[src/rtl/fcip_pkg.sv]
// Shared types and constants for the framed CSV integer parser.
// Used by fcip_field, fcip_outq and framed_csv_integer_parser_top.
package fcip_pkg;

    localparam logic [7:0] START_CHAR_RST = 8'd35;
    localparam logic [7:0] END_CHAR_RST   = 8'd98;
    localparam logic [7:0] SEP_CHAR_RST   = 8'd44;

    localparam logic [7:0] CH_SPACE = 8'd32;
    localparam logic [7:0] CH_TAB   = 8'd9;
    localparam logic [7:0] CH_CR    = 8'd13;
    localparam logic [7:0] CH_PLUS  = 8'd43;
    localparam logic [7:0] CH_MINUS = 8'd45;
    localparam logic [7:0] CH_ZERO  = 8'd48;
    localparam logic [7:0] CH_NINE  = 8'd57;

    localparam int VALUE_W = 16;
    localparam int SLOT_W  = 6;

    typedef enum logic [1:0] {
        CFG_START = 2'd0,
        CFG_END   = 2'd1,
        CFG_SEP   = 2'd2
    } cfg_idx_t;

    typedef enum logic [1:0] {
        PH_SKIP   = 2'd0,
        PH_DIGITS = 2'd1,
        PH_DONE   = 2'd2
    } phase_t;

    typedef struct packed {
        logic feed;
        logic clear;
    } field_ctrl_t;

    typedef struct packed {
        logic signed [VALUE_W-1:0] value;
        logic [SLOT_W-1:0]         slot;
        logic                      done;
    } result_t;

endpackage

[src/rtl/fcip_field.sv]
// atoi-style field parser: whitespace skip, optional sign, decimal digits.
// Depends on fcip_pkg for phase_t and field_ctrl_t.
module fcip_field
    import fcip_pkg::*;
(
    input  logic                      clk,
    input  logic                      rst_n,
    input  field_ctrl_t               ctrl,
    input  logic [7:0]                rx_byte,
    output logic signed [VALUE_W-1:0] value
);

    phase_t               phase_reg, phase_next;
    logic                 neg_reg, neg_next;
    logic [VALUE_W-1:0]   acc_reg, acc_next;
    logic                 is_digit;
    logic                 is_space;
    logic [VALUE_W-1:0]   acc_step;

    assign is_digit = (rx_byte >= CH_ZERO) && (rx_byte <= CH_NINE);
    assign is_space = (rx_byte == CH_SPACE) || ((rx_byte >= CH_TAB) && (rx_byte <= CH_CR));
    assign acc_step = (acc_reg << 3) + (acc_reg << 1)
                      + {{(VALUE_W-8){1'b0}}, rx_byte - CH_ZERO};
    assign value    = neg_reg ? -acc_reg : acc_reg;

    always_comb
    begin
        phase_next = phase_reg;
        neg_next   = neg_reg;
        acc_next   = acc_reg;
        if (ctrl.clear)
        begin
            phase_next = PH_SKIP;
            neg_next   = 1'b0;
            acc_next   = '0;
        end
        else if (ctrl.feed)
        begin
            unique case (phase_reg)
                PH_SKIP:
                begin
                    if (is_space)
                    begin
                        phase_next = PH_SKIP;
                    end
                    else if ((rx_byte == CH_PLUS) || (rx_byte == CH_MINUS))
                    begin
                        neg_next   = (rx_byte == CH_MINUS);
                        phase_next = PH_DIGITS;
                    end
                    else if (is_digit)
                    begin
                        acc_next   = acc_step;
                        phase_next = PH_DIGITS;
                    end
                    else
                    begin
                        phase_next = PH_DONE;
                    end
                end
                PH_DIGITS:
                begin
                    if (is_digit)
                    begin
                        acc_next = acc_step;
                    end
                    else
                    begin
                        phase_next = PH_DONE;
                    end
                end
                default:
                begin
                    phase_next = phase_reg;
                end
            endcase
        end
    end

    always_ff @(posedge clk or negedge rst_n)
    begin
        if (!rst_n)
        begin
            phase_reg <= PH_SKIP;
            neg_reg   <= 1'b0;
            acc_reg   <= '0;
        end
        else
        begin
            phase_reg <= phase_next;
            neg_reg   <= neg_next;
            acc_reg   <= acc_next;
        end
    end

endmodule

[src/rtl/fcip_outq.sv]
// Two-entry result queue: output register plus skid slot.
// Depends on fcip_pkg for result_t.
module fcip_outq
    import fcip_pkg::*;
(
    input  logic    clk,
    input  logic    rst_n,
    input  logic    push,
    input  result_t push_data,
    output logic    full,
    output logic    res_valid,
    input  logic    res_stall,
    output result_t res_data
);

    result_t     slot0_reg;
    result_t     slot1_reg;
    logic [1:0]  count_reg, count_next;
    logic        pop;
    logic [1:0]  wr_pos;

    assign pop       = res_valid && !res_stall;
    assign res_valid = (count_reg != 2'd0);
    assign full      = (count_reg == 2'd2);
    assign res_data  = slot0_reg;
    assign wr_pos    = count_reg - {1'b0, pop};
    assign count_next = count_reg + {1'b0, push} - {1'b0, pop};

    always_ff @(posedge clk)
    begin
        if (push && (wr_pos == 2'd0))
        begin
            slot0_reg <= push_data;
        end
        else if (pop)
        begin
            slot0_reg <= slot1_reg;
        end
        if (push && (wr_pos != 2'd0))
        begin
            slot1_reg <= push_data;
        end
    end

    always_ff @(posedge clk or negedge rst_n)
    begin
        if (!rst_n)
        begin
            count_reg <= 2'd0;
        end
        else
        begin
            count_reg <= count_next;
        end
    end

endmodule

[src/rtl/framed_csv_integer_parser_top.sv]
// Framed CSV integer parser, top level: framing, counting and result emit.
// Depends on fcip_pkg, fcip_field and fcip_outq.
//
// Usage:
//   Byte channel rx_valid/rx_stall/rx_byte: one byte per cycle unless rx_stall.
//   Bytes outside a frame are ignored until start_char opens one. Inside a
//   frame each separator_char yields a request on the result channel
//   (field_value, slot_index, frame_done = 0) for the first MAX_VALUES fields;
//   end_char yields a done request carrying the value count (frame_done = 1).
//   Payload beyond PACKET_BYTES per frame is dropped.
//   Results: each result is written into the output queue when its byte is
//   accepted. Throughput: one byte per cycle while rx_stall is low; the sign
//   negation is the only arithmetic between field state and result register.
//   Stall: results sit in a two-entry output queue; rx_stall rises only when
//   both entries hold untaken results, so a single stalled result does not
//   block the byte channel.
//   Config: cfg_valid/cfg_ready write start, end or separator character;
//   cfg_ready is always high. Reset restores '#', 'b', ',' and leaves the
//   block outside a frame with an empty queue.
module framed_csv_integer_parser_top
    import fcip_pkg::*;
#(
    parameter int MAX_VALUES   = 32,
    parameter int PACKET_BYTES = 64
)
(
    input  logic                      clk,
    input  logic                      rst_n,
    input  logic                      rx_valid,
    output logic                      rx_stall,
    input  logic [7:0]                rx_byte,
    output logic                      res_valid,
    input  logic                      res_stall,
    output logic signed [VALUE_W-1:0] field_value,
    output logic [SLOT_W-1:0]         slot_index,
    output logic                      frame_done,
    input  logic                      cfg_valid,
    output logic                      cfg_ready,
    input  logic [1:0]                cfg_index,
    input  logic [7:0]                cfg_data
);

    localparam int PC_W = $clog2(PACKET_BYTES + 1);
    localparam logic [PC_W-1:0]   PC_MAX = PC_W'(PACKET_BYTES);
    localparam logic [SLOT_W-1:0] VC_MAX = SLOT_W'(MAX_VALUES);

    logic [7:0]          start_reg, end_reg, sep_reg;
    logic                in_frame_reg, in_frame_next;
    logic [PC_W-1:0]     pc_reg, pc_next;
    logic [SLOT_W-1:0]   vc_reg, vc_next;
    logic                accept;
    logic                push;
    logic                q_full;
    result_t             push_data;
    result_t             res_data;
    field_ctrl_t         fctrl;
    logic signed [VALUE_W-1:0] cur_value;

    assign cfg_ready = 1'b1;
    assign rx_stall  = q_full;
    assign accept    = rx_valid && !rx_stall;

    always_ff @(posedge clk or negedge rst_n)
    begin
        if (!rst_n)
        begin
            start_reg <= START_CHAR_RST;
            end_reg   <= END_CHAR_RST;
            sep_reg   <= SEP_CHAR_RST;
        end
        else if (cfg_valid && cfg_ready)
        begin
            unique case (cfg_index)
                CFG_START: start_reg <= cfg_data;
                CFG_END:   end_reg   <= cfg_data;
                CFG_SEP:   sep_reg   <= cfg_data;
                default:   start_reg <= start_reg;
            endcase
        end
    end

    always_comb
    begin
        in_frame_next   = in_frame_reg;
        pc_next         = pc_reg;
        vc_next         = vc_reg;
        push            = 1'b0;
        push_data.value = cur_value;
        push_data.slot  = vc_reg;
        push_data.done  = 1'b0;
        fctrl.feed      = 1'b0;
        fctrl.clear     = 1'b0;
        if (accept)
        begin
            if (!in_frame_reg)
            begin
                if (rx_byte == start_reg)
                begin
                    in_frame_next = 1'b1;
                    pc_next       = '0;
                    vc_next       = '0;
                    fctrl.clear   = 1'b1;
                end
            end
            else if (rx_byte == end_reg)
            begin
                in_frame_next   = 1'b0;
                push            = 1'b1;
                push_data.value = '0;
                push_data.done  = 1'b1;
                fctrl.clear     = 1'b1;
            end
            else if (pc_reg < PC_MAX)
            begin
                pc_next = pc_reg + 1'b1;
                if (rx_byte == sep_reg)
                begin
                    fctrl.clear = 1'b1;
                    if (vc_reg < VC_MAX)
                    begin
                        push    = 1'b1;
                        vc_next = vc_reg + 1'b1;
                    end
                end
                else
                begin
                    fctrl.feed = 1'b1;
                end
            end
        end
    end

    always_ff @(posedge clk or negedge rst_n)
    begin
        if (!rst_n)
        begin
            in_frame_reg <= 1'b0;
            pc_reg       <= '0;
            vc_reg       <= '0;
        end
        else
        begin
            in_frame_reg <= in_frame_next;
            pc_reg       <= pc_next;
            vc_reg       <= vc_next;
        end
    end

    fcip_field u_field (
        .clk     (clk),
        .rst_n   (rst_n),
        .ctrl    (fctrl),
        .rx_byte (rx_byte),
        .value   (cur_value)
    );

    fcip_outq u_outq (
        .clk       (clk),
        .rst_n     (rst_n),
        .push      (push),
        .push_data (push_data),
        .full      (q_full),
        .res_valid (res_valid),
        .res_stall (res_stall),
        .res_data  (res_data)
    );

    assign field_value = res_data.value;
    assign slot_index  = res_data.slot;
    assign frame_done  = res_data.done;

    a_no_overflow: assert property (@(posedge clk) disable iff (!rst_n)
        push |-> !q_full)
        else $error("result pushed into full queue");

    a_vc_bound: assert property (@(posedge clk) disable iff (!rst_n)
        vc_reg <= VC_MAX)
        else $error("value count past limit");

    a_pc_bound: assert property (@(posedge clk) disable iff (!rst_n)
        pc_reg <= PC_MAX)
        else $error("payload count past limit");

    a_done_closes: assert property (@(posedge clk) disable iff (!rst_n)
        (push && push_data.done) |=> !in_frame_reg)
        else $error("frame still open after done marker");

endmodule

[config.mk]
export PLATFORM = sky130hd
export DESIGN_NAME = framed_csv_integer_parser_top
export DESIGN_NICKNAME = d
export VERILOG_FILES = /design/src/rtl/fcip_pkg.sv /design/src/rtl/fcip_field.sv /design/src/rtl/fcip_outq.sv /design/src/rtl/framed_csv_integer_parser_top.sv
export SDC_FILE = /design/constraint.sdc
export NUM_CORES = 1
export LEC_CHECK = 0
export BUFFER_PORTS_ARGS = -buffer_cell sky130_fd_sc_hd__buf_2
export CAP_MARGIN = 20
export CELL_PAD_IN_SITES_DETAIL_PLACEMENT = 1
export CELL_PAD_IN_SITES_GLOBAL_PLACEMENT = 2
export CORE_ASPECT_RATIO = 1.2
export CORE_MARGIN = 5
export CORE_UTILIZATION = 40
export CTS_BUF_LIST = sky130_fd_sc_hd__clkbuf_2 sky130_fd_sc_hd__clkbuf_4 sky130_fd_sc_hd__clkbuf_8
export CTS_CLUSTER_SIZE = 8
export DETAILED_ROUTE_END_ITERATION = 12
export PLACE_DENSITY = 0.88
export SLEW_MARGIN = 5
export SYNTH_ARGS = -nofsm -noshare
export SYNTH_HDL_FRONTEND = slang
export SYNTH_SLANG_ARGS = --single-unit
[constraint.sdc]
create_clock -name clk -period 9.6 [get_ports clk]
set_input_delay 2.4 -clock clk [delete_from_list [all_inputs] [get_ports clk]]
set_output_delay 2.4 -clock clk [all_outputs]
set_load 0.02 [all_outputs]
==> flow_summary.ini, run 1 <==
[logic_synthesis]
yosys.area.top_type_share = 0.226
synthTopCellsByCount = 50 x dfrtp_1, 46 x edfxtp_1, 39 x nor2_1
syn_avg_cell_area_um2 = 11.7
synth_cell_types = 65
synth_xor_area_frac = 0.0816
synth_fa_ha_area_frac = 0.0830
async_flop_share = 0.562
synth_compound_area_frac = 0.107
synth_ff_type = dfrtp_1
synth-seq-area-share = 0.469
synthTopCellsByArea = edfxtp_1 23%, dfrtp_1 20%, ha_1 6.3%
synth_most_common_cell = dfrtp_1
synth_top_family_by_area = simple AND/OR/NAND/NOR gates
synth_mux_area_frac = 0.103
synth-edff-count = 46
synth_cells = 523
synth-simple-area-share = 0.116
synth_nets = 583
ys_ff_latch = 105
yosys.area.top_type = edfxtp_1
synth_area_mm2 = 0.00612
ys_warn_count = 0

[critical_path]
ff2ff_path_depth = 10
max_stage_delay_ns = 0.54
slowest_stage = o311ai_1
cp_max_fo = 7
crit_buf_inv = 4
crit_type = input pin to flop
cpLargestDelayFamily = compound AO/OA/AOI/OAI gates
cp_common_cell = inv_1
crit_arrival_ns = 5.23
worstPathCellList = buf_2 -> inv_1 -> ha_1 -> inv_1 -> fa_1 -> inv_1 -> ha_1 -> o21ai_0 -> o21bai_1 -> o311ai_1 -> a41oi_1 -> xnor2_1 -> a22o_1
rr_endpoint = u_field.acc_reg[15]
critical_path_required_ns = 9.87
rrSetupSlack_ns = 6.52
startpoint_type = input pin
crit_path_end_kind = flop
r2r_start = u_field.acc_reg[1]

[worst_hold_path]
hold_end = pc_reg[1]
min_path_cells = 2
holdCritStartpoint = pc_reg[1]
min-delay-path-class = flop to flop

[cts]
cts_hold_buf = 0
post_cts_resized = 0
cts_tree = built
clk-insertion-delay-late_ns = 0.39
cts_buffers = 9
htreeDepth = 3
post_cts_buffers = 0
cts-root-buf = clkbuf_8
clock_sinks = 105
clkTransAtPathRegs_ns = 0.10
clockBufferDepth = 2

[power]
power.density_mw_per_mm2 = 161
p_leak_uw = 0.00307
switchingPower_uw = 334
p_sw_frac = 0.308
clkPwrFrac = 0.269
vdd_drop_max_uv = 73.8
seq_power_share = 0.515
power_frac_comb = 0.215
internal-power_uw = 750

[global_routing]
antenna_found_initial = 0
grt_start_max_net_pins = 60
grt_pass1_wl_um = 21600
grt_pass1_vias = 4247
grt.overflow.total = 0
track_usage = 0.150

[routing]
drt_wl_total_um = 12700
vias = 3962
drcViolationCount = 0
detail_route.vias_per_cell = 5.13
drt_iter0_drc = 148
drt-pass1-iter-count = 4
routedWlPerCell_um = 16.4
postRouteAntennaNets = 0

[die]
start_util = 0.407
coreArea_mm2 = 0.0150
ios = 49
die_h_um = 146
rows = 49
die-area_mm2 = 0.0179
die_w_um = 123

[timing]
final_max_slew_viol_count = 0
setup_viol = 0
fin_setup_tns_ns = 0
fmax_ghz = 0.202
hold_viol = 0
worst_slew_pin_slew_ns = 1.01
min_period_ns = 4.96
fin_skew_ns = 0.0140
rsz0062_at_grt = false
maxSlewHeadroom = 0.325
fin_crit_sh = 0.517

[final_layout]
nFillCells = 1649
drive_gt1_frac = 0.227
num_antenna_cells = 0
fin_util = 0.448
syn_to_final_growth_pct = 9.83
nNetsFinal = 623
fin_cells = 772

[flow_run]
cap_violations = 0

[place]
post-dp-hpwl_um = 9750
gp_congestion = 0.784
dp.cells = 755
io_buffers = 47

[run_status]
outcome = complete, no violations
==> routing by layer <==
layer  share of wire  GRT usage
met2            0.50      0.248
met3           0.031     0.0311
met4           0.012     0.0454
met1            0.46      0.197
met5               0          0
==> cells by family (layout without fill, tap and decap cells) <==
logic type,Yosys count,in the layout
AO/OA/AOI/OAI,90,90
other,1,1
multiplexers,50,50
flip-flops,105,105
buffers and inverters,51,96
AND/OR/NAND/NOR,132,132
XOR/XNOR,57,57
adder cells (fa/ha/maj),37,37
==> cell type report <==
cell class | instances | area, µm² | share of cell area
clock buffers | 11 | 145 | 0.0216
flip-flops and latches | 105 | 2870 | 0.427
multi-input cells | 367 | 3010 | 0.448
well taps | 204 | 255 | 0.0380
clock inverters | 5 | 61.3 | 0.00912
inverters | 29 | 109 | 0.0162
repair buffers | 51 | 273 | 0.0406
==> worst max-delay path by stage <==
stage                          start             endpoint  slack (ns)  cells past startpoint
after floorplan           rx_byte[3]   u_outq.res_data[0]        4.44                      9
after global placement    rx_byte[4]  u_field.acc_reg[15]        4.30                     13
after detailed placement  rx_byte[4]  u_field.acc_reg[15]        4.20                     13
after CTS                 rx_byte[4]  u_field.acc_reg[15]        4.62                     13
after global routing      rx_byte[4]  u_field.acc_reg[15]        4.40                     13
final                     rx_byte[4]  u_field.acc_reg[15]        4.64                     13
==> tightest hold or removal path, stage by stage (launching register included) <==
cell and delay, ns:
dfrtp_1 0.37, nand2_1 0.06, nand2_1 0.05
==> layout by cell type (no fill, tap or decap), drive strengths merged, types with 5 or more instances in the layout <==
master,instances
mux2,47
inv,32
clkbuf,11
nor2b,6
xor2,32
nand3,14
o21ai,17
a21oi,13
ha,31
nor2,40
dfstp,9
buf,51
nand2,27
xnor2,25
o31ai,7
nor4,8
a22o,20
or3,5
dfrtp,50
edfxtp,46
nand4,6
fa,6
==> power groups by stage <==
stage	Combinational, µW	Clock [µW]	Sequential (µW)
after floorplan	152	0	579
after global placement	222	0	566
after detailed placement	233	0	570
after CTS	234	300	560
after global routing	261	319	566
final	233	292	558
==> through the flow <==
stage / power (µW) / cell area (µm²) / setup slack [ns] / hold WS [ns]
after floorplan: 731 / 6120 / 4.44 / 0.457
after global placement: 789 / 6500 / 4.30 / 0.478
after detailed placement: 803 / 6500 / 4.20 / 0.492
after global routing: 1150 / 6720 / 4.40 / 0.538
after CTS: 1090 / 6710 / 4.62 / 0.516
final: 1080 / 6720 / 4.64 / 0.510
(Power assumes the default switching activity.)
==> inputs of run 2 (changes only) <==
clock period = 5 ns   (was 9.6 ns; I/O delays follow)
==> flow_summary.ini, run 2 (synthesized netlist as in run 1, its figures left out) <==
[cts]
post_cts_buffers = 0
post_cts_resized = 0
clockBufferDepth = 2
htreeDepth = 3
cts_buffers = 9
cts-root-buf = clkbuf_8
clkTransAtPathRegs_ns = 0.09
clock_sinks = 105
cts_tree = built
cts_hold_buf = 0
clk-insertion-delay-late_ns = 0.37

[final_layout]
nFillCells = 1666
final_cell_mix = 50 x dfrtp_1, 47 x buf_2, 46 x edfxtp_1
num_antenna_cells = 0
fin_area_mm2 = 0.00671
nNetsFinal = 622
multi_input_area_mm2 = 0.00301
mostFrequentLayoutCell = dfrtp_1
drive_gt1_frac = 0.226
ff_latch_area_mm2 = 0.00287
syn_to_final_growth_pct = 9.55

[power]
vdd_drop_max_uv = 141
clkPwrFrac = 0.267
p_leak_uw = 0.00306
switchingPower_uw = 619
seq_power_share = 0.519
power_frac_comb = 0.214
internal-power_uw = 1450
power.density_mw_per_mm2 = 308
p_sw_frac = 0.300

[timing]
rsz0062_at_grt = false
fin_crit_sh = 0.768
final_max_slew_viol_count = 0
fin_hold_ws_ns = 0.521
fmax_ghz = 0.261
worst_slew_pin_slew_ns = 1.05
setup_ws_ns = 1.16
hold_viol = 0
fin_setup_tns_ns = 0
min_period_ns = 3.84
fin_skew_ns = 0.0141
setup_viol = 0
maxSlewHeadroom = 0.302

[critical_path]
startpoint_type = input pin
r2r_start = end_reg[6]
rrSetupSlack_ns = 1.90
crit_type = input pin to flop
crit_start = rx_byte[4]
cp_max_fo = 7
crit_arrival_ns = 4.09
critical_path_required_ns = 5.25
crit_path_end_kind = flop

[global_routing]
grt_pass1_vias = 4238
grt_start_max_net_pins = 60
grt_pass1_wl_um = 21200
grt.overflow.total = 0
track_usage = 0.146
antenna_found_initial = 0

[flow_run]
cap_violations = 0

[routing]
routedWlPerCell_um = 16.1
drcViolationCount = 0
drt-pass1-iter-count = 4
postRouteAntennaNets = 0
drt_wl_total_um = 12400
detail_route.vias_per_cell = 5.17
drt_iter0_drc = 121
vias = 3987

[place]
post-dp-hpwl_um = 9580
placement.setup.worst_slack_ns = 0.733
dpl_cell_area_mm2 = 0.00650
io_buffers = 47
gp_congestion = 0.782

[run_status]
outcome = complete, no violations

[die]
start_util = 0.407
die_w_um = 123
die-area_mm2 = 0.0179
ios = 49
rows = 49
coreArea_mm2 = 0.0150
die_h_um = 146

[worst_hold_path]
holdCritStartpoint = pc_reg[1]
min-delay-path-class = flop to flop
-- run 2: changes by cell type in the layout (fill, tap and decap cells not counted) --
| cell | previous run | this run |
|---|---|---|
| buf_8 | 1 | 0 |
| clkinv_4 | 0 | 1 |
| clkbuf_2 | 0 | 1 |
| inv_4 | 1 | 0 |
| inv_6 | 2 | 0 |
| clkinvlp_4 | 1 | 0 |
| clkbuf_4 | 1 | 3 |
-- run 2: layout make-up --
| type | instances | area share |
|---|---|---|
| Clock buffer | 14 | 0.0246 |
| Clock inverter | 2 | 0.00578 |
| Inverter | 29 | 0.0162 |
| Multi-Input combinational cell | 367 | 0.449 |
| Sequential cell | 105 | 0.428 |
| Tap cell | 204 | 0.0381 |
| Timing Repair Buffer | 50 | 0.0384 |
-- run 2: metal layers --
layer	vias up	share of wire	track usage
met4	0	0.014	0.0437
met3	16	0.033	0.0315
met2	58	0.50	0.244
li1	1958	-	-
met5	-	0	0
met1	1955	0.45	0.190
-- run 2: power groups by stage --
stage / registers, µW / logic, µW / clock network, µW
global placement: 1090 / 428 / 0
detailed placement: 1090 / 449 / 0
global route: 1090 / 495 / 602
finish: 1070 / 442 / 550
CTS: 1070 / 453 / 572
floorplan: 1110 / 292 / 0
-- run 2: worst paths after layout --
kind | to | cells after the start
min | pc_reg[1] | 2
max reg2reg | u_outq.res_data[22] | 7
max in group asynchronous | u_field.acc_reg[11] | 2
max | u_field.acc_reg[15] | 13
min in group asynchronous | vc_reg[0] | 2
min reg2reg | pc_reg[1] | 2
-- run 2: worst max-delay path: stages --
cell	delay, ns
buf_2	0.18
inv_1	0.11
ha_1	0.29
inv_1	0.05
fa_1	0.48
inv_1	0.04
ha_1	0.33
o21ai_0	0.10
o21bai_1	0.12
o311ai_1	0.56
a41oi_1	0.22
xnor2_1	0.17
a22o_1	0.18
-- run 2: metrics by stage --
| step | utilization | std cells | total power [µW] |
|---|---|---|---|
| after floorplan | - | 523 | 1400 |
| after global placement | 0.433 | 755 | 1510 |
| after detailed placement | 0.433 | 755 | 1540 |
| after CTS | 0.446 | 771 | 2100 |
| after global routing | 0.446 | 771 | 2180 |
| final | 0.446 | 771 | 2060 |
